[src/design/pavm_pkg.sv]
// Shared constants, types and controller/datapath command structs for the
// polygon area and vertex mean unit. No dependencies.
package pavm_pkg;

   localparam int COORD_W          = 16;
   localparam int AREA_W           = 43;
   localparam int PROD_W           = 2 * COORD_W;
   localparam int MAX_VERTICES_DEF = 1024;

   typedef logic signed [COORD_W-1:0] coord_type;
   typedef logic signed [AREA_W-1:0]  area_type;

   typedef enum logic [1:0] {
      PROD_NONE,
      PROD_VERTEX,
      PROD_CLOSE
   } prod_sel_type;

   typedef enum logic [1:0] {
      ST_IDLE,
      ST_CLOSE,
      ST_DIV,
      ST_DONE
   } state_type;

   typedef struct packed {
      logic         load_vertex;
      prod_sel_type prod_sel;
      logic         div_load;
      logic         div_step;
      logic         rsp_load;
      logic         clear;
   } dp_cmd_type;

   typedef struct packed {
      logic div_last;
   } dp_status_type;

endpackage

[src/design/pavm_vertex_if.sv]
// Request channel carrying one polygon vertex.
// Depends on pavm_pkg.
interface pavm_vertex_if;
   logic                 valid;
   logic                 ready;
   pavm_pkg::coord_type  x_coord;
   pavm_pkg::coord_type  y_coord;
   logic                 last_vertex;

   modport source (output valid, x_coord, y_coord, last_vertex, input ready);
   modport sink   (input valid, x_coord, y_coord, last_vertex, output ready);
endinterface

[src/design/pavm_result_if.sv]
// Response channel carrying the area and vertex mean of one polygon.
// Depends on pavm_pkg.
interface pavm_result_if;
   logic                 valid;
   logic                 ready;
   pavm_pkg::area_type   area_times_two;
   pavm_pkg::coord_type  center_x;
   pavm_pkg::coord_type  center_y;
   logic                 overflow;

   modport source (output valid, area_times_two, center_x, center_y, overflow,
                   input ready);
   modport sink   (input valid, area_times_two, center_x, center_y, overflow,
                   output ready);
endinterface

[src/design/pavm_dp.sv]
// Datapath: vertex accumulators, cross product multipliers, a two-lane
// restoring divider for the mean and the response payload register. Uses pavm_pkg.
module pavm_dp #(
   parameter int MAX_VERTICES = pavm_pkg::MAX_VERTICES_DEF
) (
   input  logic                    clock,
   input  logic                    reset,
   input  pavm_pkg::dp_cmd_type    cmd,
   output pavm_pkg::dp_status_type status,
   input  pavm_pkg::coord_type     req_x,
   input  pavm_pkg::coord_type     req_y,
   output pavm_pkg::area_type      rsp_area,
   output pavm_pkg::coord_type     rsp_center_x,
   output pavm_pkg::coord_type     rsp_center_y,
   output logic                    rsp_overflow
);

   localparam int CNT_W  = $clog2(MAX_VERTICES + 1);
   localparam int SUM_W  = pavm_pkg::COORD_W + CNT_W;
   localparam int ITER_W = $clog2(SUM_W + 1);
   localparam int PROD_W = pavm_pkg::PROD_W;
   localparam int AREA_W = pavm_pkg::AREA_W;
   localparam int COORD_W = pavm_pkg::COORD_W;
   localparam logic [CNT_W-1:0] CNT_MAX = CNT_W'(MAX_VERTICES);

   pavm_pkg::coord_type      first_x_ff, first_x_in, first_y_ff, first_y_in;
   pavm_pkg::coord_type      prev_x_ff, prev_x_in, prev_y_ff, prev_y_in;
   logic signed [AREA_W-1:0] cross_sum_ff, cross_sum_in;
   logic signed [SUM_W-1:0]  sum_x_ff, sum_x_in, sum_y_ff, sum_y_in;
   logic [CNT_W-1:0]         count_ff, count_in;
   logic                     ovf_ff, ovf_in;
   logic signed [PROD_W-1:0] prod_a_ff, prod_a_in, prod_b_ff, prod_b_in;
   logic signed [PROD_W:0]   prod_diff;

   logic [SUM_W-1:0]         quo_x_ff, quo_x_in, quo_y_ff, quo_y_in;
   logic [CNT_W-1:0]         rem_x_ff, rem_x_in, rem_y_ff, rem_y_in;
   logic                     neg_x_ff, neg_x_in, neg_y_ff, neg_y_in;
   logic [ITER_W-1:0]        iter_ff, iter_in;
   logic [SUM_W-1:0]         mean_x, mean_y;

   pavm_pkg::area_type       area_ff, area_in;
   pavm_pkg::coord_type      cx_ff, cx_in, cy_ff, cy_in;
   logic                     rovf_ff, rovf_in;

   logic                     full, take;

   // One restoring step: shift the next dividend bit into the remainder and
   // subtract the divisor when it fits, shifting the quotient bit in below.
   function automatic logic [CNT_W+SUM_W-1:0] div_step_f(
      input logic [CNT_W-1:0] rem,
      input logic [SUM_W-1:0] quo,
      input logic [CNT_W-1:0] den
   );
      logic [CNT_W:0] trial;
      logic           qbit;
      trial = {rem, quo[SUM_W-1]};
      qbit  = 1'b0;
      if (trial >= {1'b0, den}) begin
         trial = trial - {1'b0, den};
         qbit  = 1'b1;
      end
      return {trial[CNT_W-1:0], quo[SUM_W-2:0], qbit};
   endfunction

   assign full = (count_ff == CNT_MAX);
   assign take = cmd.load_vertex && !full;

   always_comb begin
      prod_a_in = '0;
      prod_b_in = '0;
      unique case (cmd.prod_sel)
         pavm_pkg::PROD_VERTEX: begin
            if (take && (count_ff != '0)) begin
               prod_a_in = prev_x_ff * req_y;
               prod_b_in = prev_y_ff * req_x;
            end
         end
         pavm_pkg::PROD_CLOSE: begin
            prod_a_in = prev_x_ff * first_y_ff;
            prod_b_in = prev_y_ff * first_x_ff;
         end
         default: begin
         end
      endcase
   end

   // Products registered last cycle are folded in here; idle cycles add zero.
   assign prod_diff = {prod_a_ff[PROD_W-1], prod_a_ff} - {prod_b_ff[PROD_W-1], prod_b_ff};

   always_comb begin
      first_x_in   = first_x_ff;
      first_y_in   = first_y_ff;
      prev_x_in    = prev_x_ff;
      prev_y_in    = prev_y_ff;
      sum_x_in     = sum_x_ff;
      sum_y_in     = sum_y_ff;
      count_in     = count_ff;
      ovf_in       = ovf_ff;
      cross_sum_in = cross_sum_ff + AREA_W'(prod_diff);
      if (cmd.clear) begin
         first_x_in   = '0;
         first_y_in   = '0;
         prev_x_in    = '0;
         prev_y_in    = '0;
         sum_x_in     = '0;
         sum_y_in     = '0;
         count_in     = '0;
         ovf_in       = 1'b0;
         cross_sum_in = '0;
      end else if (cmd.load_vertex) begin
         if (full) begin
            ovf_in = 1'b1;
         end else begin
            if (count_ff == '0) begin
               first_x_in = req_x;
               first_y_in = req_y;
            end
            prev_x_in = req_x;
            prev_y_in = req_y;
            sum_x_in  = sum_x_ff + SUM_W'(req_x);
            sum_y_in  = sum_y_ff + SUM_W'(req_y);
            count_in  = count_ff + CNT_W'(1);
         end
      end
   end

   always_comb begin
      quo_x_in = quo_x_ff;
      quo_y_in = quo_y_ff;
      rem_x_in = rem_x_ff;
      rem_y_in = rem_y_ff;
      neg_x_in = neg_x_ff;
      neg_y_in = neg_y_ff;
      iter_in  = iter_ff;
      if (cmd.div_load) begin
         quo_x_in = sum_x_ff[SUM_W-1] ? SUM_W'(-sum_x_ff) : SUM_W'(sum_x_ff);
         quo_y_in = sum_y_ff[SUM_W-1] ? SUM_W'(-sum_y_ff) : SUM_W'(sum_y_ff);
         rem_x_in = '0;
         rem_y_in = '0;
         neg_x_in = sum_x_ff[SUM_W-1];
         neg_y_in = sum_y_ff[SUM_W-1];
         iter_in  = ITER_W'(SUM_W);
      end else if (cmd.div_step) begin
         {rem_x_in, quo_x_in} = div_step_f(rem_x_ff, quo_x_ff, count_ff);
         {rem_y_in, quo_y_in} = div_step_f(rem_y_ff, quo_y_ff, count_ff);
         iter_in = iter_ff - ITER_W'(1);
      end
   end

   assign status.div_last = (iter_ff == ITER_W'(1));

   assign mean_x = neg_x_ff ? (~quo_x_ff + SUM_W'(1)) : quo_x_ff;
   assign mean_y = neg_y_ff ? (~quo_y_ff + SUM_W'(1)) : quo_y_ff;

   always_comb begin
      area_in = area_ff;
      cx_in   = cx_ff;
      cy_in   = cy_ff;
      rovf_in = rovf_ff;
      if (cmd.rsp_load) begin
         area_in = cross_sum_ff;
         cx_in   = mean_x[COORD_W-1:0];
         cy_in   = mean_y[COORD_W-1:0];
         rovf_in = ovf_ff;
      end
   end

   always_ff @(posedge clock) begin
      if (reset) begin
         first_x_ff   <= '0;
         first_y_ff   <= '0;
         prev_x_ff    <= '0;
         prev_y_ff    <= '0;
         cross_sum_ff <= '0;
         sum_x_ff     <= '0;
         sum_y_ff     <= '0;
         count_ff     <= '0;
         ovf_ff       <= 1'b0;
         prod_a_ff    <= '0;
         prod_b_ff    <= '0;
         iter_ff      <= '0;
      end else begin
         first_x_ff   <= first_x_in;
         first_y_ff   <= first_y_in;
         prev_x_ff    <= prev_x_in;
         prev_y_ff    <= prev_y_in;
         cross_sum_ff <= cross_sum_in;
         sum_x_ff     <= sum_x_in;
         sum_y_ff     <= sum_y_in;
         count_ff     <= count_in;
         ovf_ff       <= ovf_in;
         prod_a_ff    <= prod_a_in;
         prod_b_ff    <= prod_b_in;
         iter_ff      <= iter_in;
      end
   end

   always_ff @(posedge clock) begin
      quo_x_ff <= quo_x_in;
      quo_y_ff <= quo_y_in;
      rem_x_ff <= rem_x_in;
      rem_y_ff <= rem_y_in;
      neg_x_ff <= neg_x_in;
      neg_y_ff <= neg_y_in;
      area_ff  <= area_in;
      cx_ff    <= cx_in;
      cy_ff    <= cy_in;
      rovf_ff  <= rovf_in;
   end

   assign rsp_area     = area_ff;
   assign rsp_center_x = cx_ff;
   assign rsp_center_y = cy_ff;
   assign rsp_overflow = rovf_ff;

endmodule

[src/design/pavm_ctrl.sv]
// Controller state machine: request and response handshakes and the
// command sequence for the datapath. Uses pavm_pkg.
module pavm_ctrl (
   input  logic                    clock,
   input  logic                    reset,
   input  logic                    req_valid,
   input  logic                    req_last,
   output logic                    req_ready,
   output logic                    rsp_valid,
   input  logic                    rsp_ready,
   input  pavm_pkg::dp_status_type status,
   output pavm_pkg::dp_cmd_type    cmd
);

   pavm_pkg::state_type state_ff, state_in;
   logic                rsp_valid_ff, rsp_valid_in;

   always_ff @(posedge clock) begin
      if (reset) begin
         state_ff     <= pavm_pkg::ST_IDLE;
         rsp_valid_ff <= 1'b0;
      end else begin
         state_ff     <= state_in;
         rsp_valid_ff <= rsp_valid_in;
      end
   end

   always_comb begin
      state_in         = state_ff;
      req_ready        = 1'b0;
      cmd.load_vertex  = 1'b0;
      cmd.prod_sel     = pavm_pkg::PROD_NONE;
      cmd.div_load     = 1'b0;
      cmd.div_step     = 1'b0;
      cmd.rsp_load     = 1'b0;
      cmd.clear        = 1'b0;
      unique case (state_ff)
         pavm_pkg::ST_IDLE: begin
            req_ready = 1'b1;
            if (req_valid) begin
               cmd.load_vertex = 1'b1;
               cmd.prod_sel    = pavm_pkg::PROD_VERTEX;
               if (req_last) begin
                  state_in = pavm_pkg::ST_CLOSE;
               end
            end
         end
         pavm_pkg::ST_CLOSE: begin
            // Sums are final here, so the divider can start while the
            // closing cross product is formed.
            cmd.prod_sel = pavm_pkg::PROD_CLOSE;
            cmd.div_load = 1'b1;
            state_in     = pavm_pkg::ST_DIV;
         end
         pavm_pkg::ST_DIV: begin
            cmd.div_step = 1'b1;
            if (status.div_last) begin
               state_in = pavm_pkg::ST_DONE;
            end
         end
         pavm_pkg::ST_DONE: begin
            if (!rsp_valid_ff || rsp_ready) begin
               cmd.rsp_load = 1'b1;
               cmd.clear    = 1'b1;
               state_in     = pavm_pkg::ST_IDLE;
            end
         end
      endcase
   end

   assign rsp_valid_in = cmd.rsp_load ? 1'b1 : (rsp_valid_ff && !rsp_ready);
   assign rsp_valid    = rsp_valid_ff;

endmodule

[src/design/polygon_area_and_vertex_mean_unit.sv]
// Top level of the shoelace polygon area and vertex mean unit.
// Depends on pavm_pkg, pavm_vertex_if, pavm_result_if, pavm_ctrl and pavm_dp.
//
//   channel   direction  payload
//   req_chan  in         x_coord, y_coord, last_vertex (one vertex per request)
//   rsp_chan  out        area_times_two, center_x, center_y, overflow
//
// A vertex without the last flag is taken back to back. After the last
// vertex the unit closes the ring (ST_CLOSE), runs the restoring divider
// over SUM_W = 16 + clog2(MAX_VERTICES+1) quotient bits (one quotient bit
// per cycle, both axes at once, ST_DIV), then loads the response (ST_DONE)
// before it takes the next request.
// Reset is synchronous and clears all accumulators. The response sits in an
// output register; if the previous one is still not taken, the unit waits.
module polygon_area_and_vertex_mean_unit #(
   parameter int MAX_VERTICES = pavm_pkg::MAX_VERTICES_DEF
) (
   input  logic          clock,
   input  logic          reset,
   pavm_vertex_if.sink   req_chan,
   pavm_result_if.source rsp_chan
);

   pavm_pkg::dp_cmd_type    cmd;
   pavm_pkg::dp_status_type status;

   pavm_ctrl u_ctrl (
      .clock     (clock),
      .reset     (reset),
      .req_valid (req_chan.valid),
      .req_last  (req_chan.last_vertex),
      .req_ready (req_chan.ready),
      .rsp_valid (rsp_chan.valid),
      .rsp_ready (rsp_chan.ready),
      .status    (status),
      .cmd       (cmd)
   );

   pavm_dp #(
      .MAX_VERTICES (MAX_VERTICES)
   ) u_dp (
      .clock        (clock),
      .reset        (reset),
      .cmd          (cmd),
      .status       (status),
      .req_x        (req_chan.x_coord),
      .req_y        (req_chan.y_coord),
      .rsp_area     (rsp_chan.area_times_two),
      .rsp_center_x (rsp_chan.center_x),
      .rsp_center_y (rsp_chan.center_y),
      .rsp_overflow (rsp_chan.overflow)
   );

endmodule
[src/flat_wrapper.sv]
// flat-port wrapper written by rule: the top's interface ports become plain ports
module polygon_area_and_vertex_mean_unit_flat 
#(
   parameter int MAX_VERTICES = pavm_pkg::MAX_VERTICES_DEF
)
  (clock, reset, req_chan_valid, req_chan_x_coord, req_chan_y_coord, req_chan_last_vertex, req_chan_ready, rsp_chan_valid, rsp_chan_area_times_two, rsp_chan_center_x, rsp_chan_center_y, rsp_chan_overflow, rsp_chan_ready);
  pavm_vertex_if req_chan_i ();
  pavm_result_if rsp_chan_i ();
  input  logic clock;
  input  logic reset;
  input wire logic [$bits(req_chan_i.valid)-1:0] req_chan_valid;
  input wire logic [$bits(req_chan_i.x_coord)-1:0] req_chan_x_coord;
  input wire logic [$bits(req_chan_i.y_coord)-1:0] req_chan_y_coord;
  input wire logic [$bits(req_chan_i.last_vertex)-1:0] req_chan_last_vertex;
  output wire logic [$bits(req_chan_i.ready)-1:0] req_chan_ready;
  output wire logic [$bits(rsp_chan_i.valid)-1:0] rsp_chan_valid;
  output wire logic [$bits(rsp_chan_i.area_times_two)-1:0] rsp_chan_area_times_two;
  output wire logic [$bits(rsp_chan_i.center_x)-1:0] rsp_chan_center_x;
  output wire logic [$bits(rsp_chan_i.center_y)-1:0] rsp_chan_center_y;
  output wire logic [$bits(rsp_chan_i.overflow)-1:0] rsp_chan_overflow;
  input wire logic [$bits(rsp_chan_i.ready)-1:0] rsp_chan_ready;
  assign req_chan_i.valid = req_chan_valid;
  assign req_chan_i.x_coord = req_chan_x_coord;
  assign req_chan_i.y_coord = req_chan_y_coord;
  assign req_chan_i.last_vertex = req_chan_last_vertex;
  assign req_chan_ready = req_chan_i.ready;
  assign rsp_chan_valid = rsp_chan_i.valid;
  assign rsp_chan_area_times_two = rsp_chan_i.area_times_two;
  assign rsp_chan_center_x = rsp_chan_i.center_x;
  assign rsp_chan_center_y = rsp_chan_i.center_y;
  assign rsp_chan_overflow = rsp_chan_i.overflow;
  assign rsp_chan_i.ready = rsp_chan_ready;
  polygon_area_and_vertex_mean_unit #(.MAX_VERTICES(MAX_VERTICES)) u_core (.clock(clock), .reset(reset), .req_chan(req_chan_i), .rsp_chan(rsp_chan_i));
endmodule
[config.mk]
export PLATFORM = sky130hd
export DESIGN_NAME = polygon_area_and_vertex_mean_unit_flat
export DESIGN_NICKNAME = d
export VERILOG_FILES = /design/src/design/pavm_pkg.sv /design/src/design/pavm_vertex_if.sv /design/src/design/pavm_result_if.sv /design/src/design/pavm_dp.sv /design/src/design/pavm_ctrl.sv /design/src/design/polygon_area_and_vertex_mean_unit.sv /design/src/flat_wrapper.sv
export SDC_FILE = /design/constraint.sdc
export NUM_CORES = 2
export LEC_CHECK = 0
export BUFFER_PORTS_ARGS = -buffer_cell sky130_fd_sc_hd__buf_2
export CORE_UTILIZATION = 45
export DETAILED_ROUTE_END_ITERATION = 12
export PLACE_DENSITY = 0.72
export SLEW_MARGIN = 20
export SYNTH_ARGS = -nofsm -noshare
export SYNTH_HDL_FRONTEND = slang
export SYNTH_SLANG_ARGS = --single-unit
[constraint.sdc]
create_clock -name clock -period 6.78 [get_ports clock]
set_input_delay 1.017 -clock clock [delete_from_list [all_inputs] [get_ports clock]]
set_output_delay 1.017 -clock clock [all_outputs]
set_load 0.01 [all_outputs]
======== Yosys cells after proc, flatten, opt, wreduce, memory -nomap -nowiden ========
Index checks and enable logic that the tools add are counted.
word-level totals
  input bits .............................. 37
  memory bits (writable) .................. 0
  bits in latches ......................... 0
  bits in read-only memories .............. 0
  output and inout port bits .............. 78
  memories ................................ 0
  bits in registers ....................... 399
operators by class
  eq/ne operators ......................... 11
  divide/modulo/power cells ............... 0
  reductions and logical operators ........ 17
  bitwise operators ....................... 3
  $add $sub $neg .......................... 12
  magnitude comparators ................... 2
  mux-type cells .......................... 32
  multiply operators ...................... 4
  shift operators ......................... 0
operators by type and width
  cell                   count
  $mux 27                6
  $mul 16x16->32         4
  $pmux 32 s2            2
  $mux 32                2
  $add 27x16->27         2
  $neg 27->27            2
  $add 43x33->43         1
  $sub 32x32->33         1
  $add 16x1->16 const B  2
  $mux 16                2
  $not 16->16            2
  $ge 12x11->1           2
  $mux 11                2
  $sub 11x11->11         2
  $mux 2                 6
  $add 11x1->11 const B  1
  $eq 11x11->1 const B   1
  $logic_not 11->1       1
  $reduce_bool 11->1     1
  $mux 5                 2
  $pmux 2 s4             1
  $mux 1                 7
  $eq 2x2->1 const B     3
  $ne 2x2->1 const B     3
  16 further kinds       23

======== Longest topological paths before layout ========
  word-level depth ........................ 6
  gate-level depth with buffers ........... 24
  depth with buffers taken out ............ 23

======== Modules after synthesis ========
A second synthesis with hierarchy kept.
unflattened totals
  cell total of the unflattened synthesis .. 6,768
  area total of the unflattened synthesis .. 60,929.7 um^2
modules (own cells, without submodules)
  module     times used  sequential area each (um^2)  cells each  area each (um^2)
  pavm_dp    1           9,248.9                      6,740       60,683.2
  pavm_ctrl  1           60.1                         28          246.5

======== Least setup slack after synthesis ========
Ideal clock, no wire load.
  kind .................................... input to register
  start ................................... input req_chan_x_coord[7]
  end ..................................... register u_core.u_dp.prod_b_ff[22]
  arrival ................................. 6.857 ns
  stages on the path ...................... 23
  buffers on the path ..................... 2
  path slack .............................. -0.193 ns
  path through ............................ clkbuf_1 -> clkbuf_1 -> nand2_1 -> fa_1 -> inv_1 -> fa_1 -> inv_1 -> fa_1 -> inv_1 -> fa_1 -> fa_1 -> inv_1 -> fa_1 -> inv_1 -> ha_1 -> and3_1 -> a221o_1 -> o21a_1 -> o21a_1 -> o21ai_0 -> a211oi_1 -> or3_1 -> a31o_2
between the ends
  word-level cells in the longest chain between the ends .. 3
RTL lines
  what                    line                text
  start: declaration      flat_wrapper.sv:12  input wire logic [$bits(req_chan_i.x_coord)-1:0] req_chan_x_coord;
  $mul 16x16->32          pavm_dp.sv:75       prod_b_in = prev_y_ff * req_x;
  $mux 32                 pavm_dp.sv:73       if (take && (count_ff != '0)) begin
  $pmux 32 s2             pavm_dp.sv:71       unique case (cmd.prod_sel)
  end signal: assignment  pavm_dp.sv:193      prod_b_ff <= prod_b_in;
  end: declaration        pavm_dp.sv:32       logic signed [PROD_W-1:0] prod_a_ff, prod_a_in, prod_b_ff, prod_b_in;
No other way between the ends.
A chain may end at the register's enable or synchronous reset.

======== Worst setup path in the final report ========
  start ................................... register u_core.u_dp.prev_y_ff[10]
  end ..................................... register u_core.u_dp.prod_b_ff[29]
between the ends
  word-level cells in the longest chain between the ends .. 3
RTL lines
  what                      line            text
  start: declaration        pavm_dp.sv:27   pavm_pkg::coord_type prev_x_ff, prev_x_in, prev_y_ff, prev_y_in;
  start signal: assignment  pavm_dp.sv:186  prev_y_ff <= prev_y_in;
  $mul 16x16->32            pavm_dp.sv:75
  $mux 32                   pavm_dp.sv:73
  $pmux 32 s2 (*)           pavm_dp.sv:71
Every way passes the cells marked *; elsewhere a longest branch is shown, timed or not.

==> impl_metrics.ini <==
[floorplan]
coreArea_mm2 = 0.135
ioPinCount = 115
die_area_mm2 = 0.138
initial_utilization_pct = 45.4
rows = 135
die_w_um = 372
fp.dieH_um = 372

[clocking]
clk_pin_slew_worst_paths_ns = 0.06
cts_tree = built
clock_sinks = 399
h-tree-depth = 2
ctsHoldBuffers = 0
clk_latency_ns = 0.65
cts-root-buf = clkbuf_16
cts_buffers = 45
cts.path.max_buffers = 3

[logic_synthesis]
yosysMostFrequentCell = inv_1
netlist_top_cells_count = inv_1 (1404), fa_1 (1094), nand2_1 (866)
ys_top_cells_by_area = fa_1 (36%), ha_1 (9.3%), dfxtp_1 (8.7%)
synth_flop_cell = dfxtp_1
syn_area_per_cell_um2 = 8.93
syn_inst = 6885
synth_edf_count = 132
synthesis.area_mm2 = 0.0615
ys_types = 79
yosysTopAreaCell = fa_1
ys_seq_area_share_pct = 15.1
synth_top_area_share_pct = 35.6
synth_seq_cells = 399
synth_nets = 8475
yosys_warnings = 0
postSynth.asyncResetShare_pct = 0

[global_route]
grt_pass1_wl_um = 262000
grt_pass1_vias = 49100
grt_max_degree = 142
track_usage_pct = 24.0
grt-ovfl-total = 0
grt_antenna_before_repair = 15

[route]
via_per_inst = 5.33
vias = 47500
drc_errors = 0
first_pass_iters = 6
ant_nets = 0
drt_wl_total_um = 163000
drtIter0Drc = 3581
post_drt_wl_per_cell_um = 18.3

[sta]
hold_viol = 0
hold_ws_ns = 0.431
finalClockSkew_ns = 0.0629
worst_pin_slew_ns = 1.11
setup_ws_ns = 0.274
max_freq_mhz = 154
slew_headroom_pct = 25.8
rsz0062_at_grt = no
timing.final.crit_period_ns = 6.51
finalSetupTns_ns = 0
setup_violations = 0
fin_crit_sh_pct = 96.0
slew_viol_final = 0

[worst_hold_path]
hold_depth = 0
hold_path_class = flip-flop to flip-flop
holdCritStartpoint = u_core.u_dp.cross_sum_ff[25]$_SDFF_PP0_
hold_path_end = u_core.u_dp.rsp_area[25]$_DFFE_PP_

[power]
power_density_mw_per_mm2 = 499
leakagePower_nw = 33.1
peakVddDrop_v = 0.000738
finalPower_mw = 33.8

[final_layout]
finalInstanceArea_mm2 = 0.0677
drive_gt1_share_pct = 7.94
final_nets = 8678
final-seq-area_mm2 = 0.00933
final_cells = 8918
postLayoutCoreUtil_pct = 50.0
multi_input_area_mm2 = 0.0459
n_fill_cell = 12500
area_growth_pct = 10.1

[placed_design]
dp_cells = 8822
gp_congestion = 0.951
pre_cts_slack_ns = -0.110
hpwl_um = 132000
dpl-instance-area_mm2 = 0.0660
port_buffers = 114

[worst_setup_path]
worst_ep_arrival_time_ns = 6.92
rr_endpoint = u_core.u_dp.prod_b_ff[29]$_SDFF_PP0_
crit_top_cell = fa_1
rr_startpoint = u_core.u_dp.prev_y_ff[10]$_SDFFE_PP0P_
ff2ff_path_depth = 21
critPathTopFamily = adder cells
start_kind = flip-flop
cp_max_fo = 26
r2r_slack_ns = 0.27
slowest_stage = fa_1
cp_cell_sequence = buf_12, buf_4, nand2_1, fa_1, inv_1, fa_1, fa_1, fa_1, fa_1, inv_1, fa_1, inv_1, ha_1, a21o_1, a211o_1, or3_1, nor3_1, nor3_1, a211oi_1, xor2_1, o22ai_1
crit_path_end_kind = flip-flop
worst-setup-path-type = flip-flop to flip-flop
max_stage_delay_ns = 0.58
crit_buf_inv = 5
required_ns = 7.20

[run]
cap_violations = 0

[status]
outcome = finished clean
-- area by class of cell --
cell class	count	share of cell area (%)
multi-input cells	4796	67.9
repair buffers	440	4.93
diodes	12	0.0444
flip-flops and latches	399	13.8
well taps	1781	3.29
clock inverters	28	0.549
inverters	1406	7.80
clock buffers	56	1.75
-- power breakdown --
group,total (mW),leakage [nW],switching [mW],internal (mW)
clock,2.64,0.754,1.15,1.50
sequential,4.14,3.41,0.793,3.34
combinational,27.0,29.0,15.4,11.6
-- cell families after synthesis --
kind of cell | synth area share (%)
buffers and inverters | 10.3
DFF | 15.1
AOI/OAI and AO/OA | 9.35
xor gates and xnor gates | 4.14
adders and majority gates | 45.0
and+or+nand+nor | 15.6
muxes | 0.468
-- worst max-delay path by stage --
stage	to	start	depth (start not counted)	slack (ns)
4_1_cts	u_core.u_dp.prod_b_ff[29]$_SDFF_PP0_	u_core.u_dp.prev_y_ff[13]$_SDFFE_PP0P_	23	0.005
3_3_place_gp	u_core.u_dp.prod_b_ff[29]$_SDFF_PP0_	req_chan_x_coord[7]	24	-0.09
2_1_floorplan	u_core.u_dp.prod_b_ff[22]$_SDFF_PP0_	req_chan_x_coord[8]	23	0.001
3_5_place_dp	u_core.u_dp.prod_b_ff[29]$_SDFF_PP0_	req_chan_x_coord[7]	24	-0.11
6_report	u_core.u_dp.prod_b_ff[29]$_SDFF_PP0_	u_core.u_dp.prev_y_ff[10]$_SDFFE_PP0P_	21	0.27
5_1_grt	u_core.u_dp.prod_a_ff[30]$_SDFF_PP0_	u_core.u_dp.prev_x_ff[12]$_SDFFE_PP0P_	25	0.009
-- placed cells by master (no fill, tap or decap), types with 20 or more instances in the layout --
cell       synthesis  routed
inv_1           1404    1404
fa_1            1094    1094
nand2_1          866     866
and2_1           476     476
ha_1             459     457
a21oi_1          318     317
nor2_1           311     310
buf_4              0     300
dfxtp_1          267     255
xnor2_1          192     192
o21ai_0          146     144
edfxtp_1         132     132
buf_2              0     114
xor2_1            99      99
a21o_1            90      90
nand3_1           61      61
nor3_1            59      58
nand2b_1          54      54
a211oi_1          54      50
or3_1             46      46
clkbuf_16          0      45
o21a_1            42      42
o31ai_1           39      38
nor2b_1           32      31
a22oi_1           31      31
and3_1            27      27
nand4_1           25      25
buf_12             0      25
mux2i_1           22      22
a31oi_1           22      22
o22ai_1           21      21
o21bai_1          20      20
o211ai_1          20      20
-- per-layer routing --
layer  up-vias  global-route usage, %  wire [um]
met2      1507                   40.2      79500
met3       380                   2.93       9960
met1     23900                   30.4      64200
li1      21800                      -          -
met4        10                   12.2       9070
met5         -                      0         67
-- sequential cells by signal, summed over array words and instances (netlist names), 11 cells and up --
| name | count |
|---|---|
| u_core.u_dp.first_y_ff | 16 |
| u_core.u_dp.quo_y_ff | 27 |
| u_core.u_dp.prod_b_ff | 32 |
| u_core.u_dp.prod_a_ff | 32 |
| u_core.u_dp.prev_y_ff | 16 |
| u_core.u_dp.rem_y_ff | 11 |
| u_core.u_dp.first_x_ff | 16 |
| u_core.u_dp.count_ff | 11 |
| u_core.u_dp.rsp_area | 43 |
| u_core.u_dp.prev_x_ff | 16 |
| u_core.u_dp.sum_y_ff | 27 |
| u_core.u_dp.sum_x_ff | 27 |
| u_core.u_dp.rsp_center_y | 16 |
| u_core.u_dp.rem_x_ff | 11 |
| u_core.u_dp.quo_x_ff | 27 |
| u_core.u_dp.rsp_center_x | 16 |
| u_core.u_dp.cross_sum_ff | 43 |
-- repair_timing --
action,4_1_cts,5_1_grt
endpoints found under the hold margin,0,0
setup buffers,0,0
gates resized for setup,0,18
setup endpoints to repair,0,24
(Power assumes the default switching activity.)
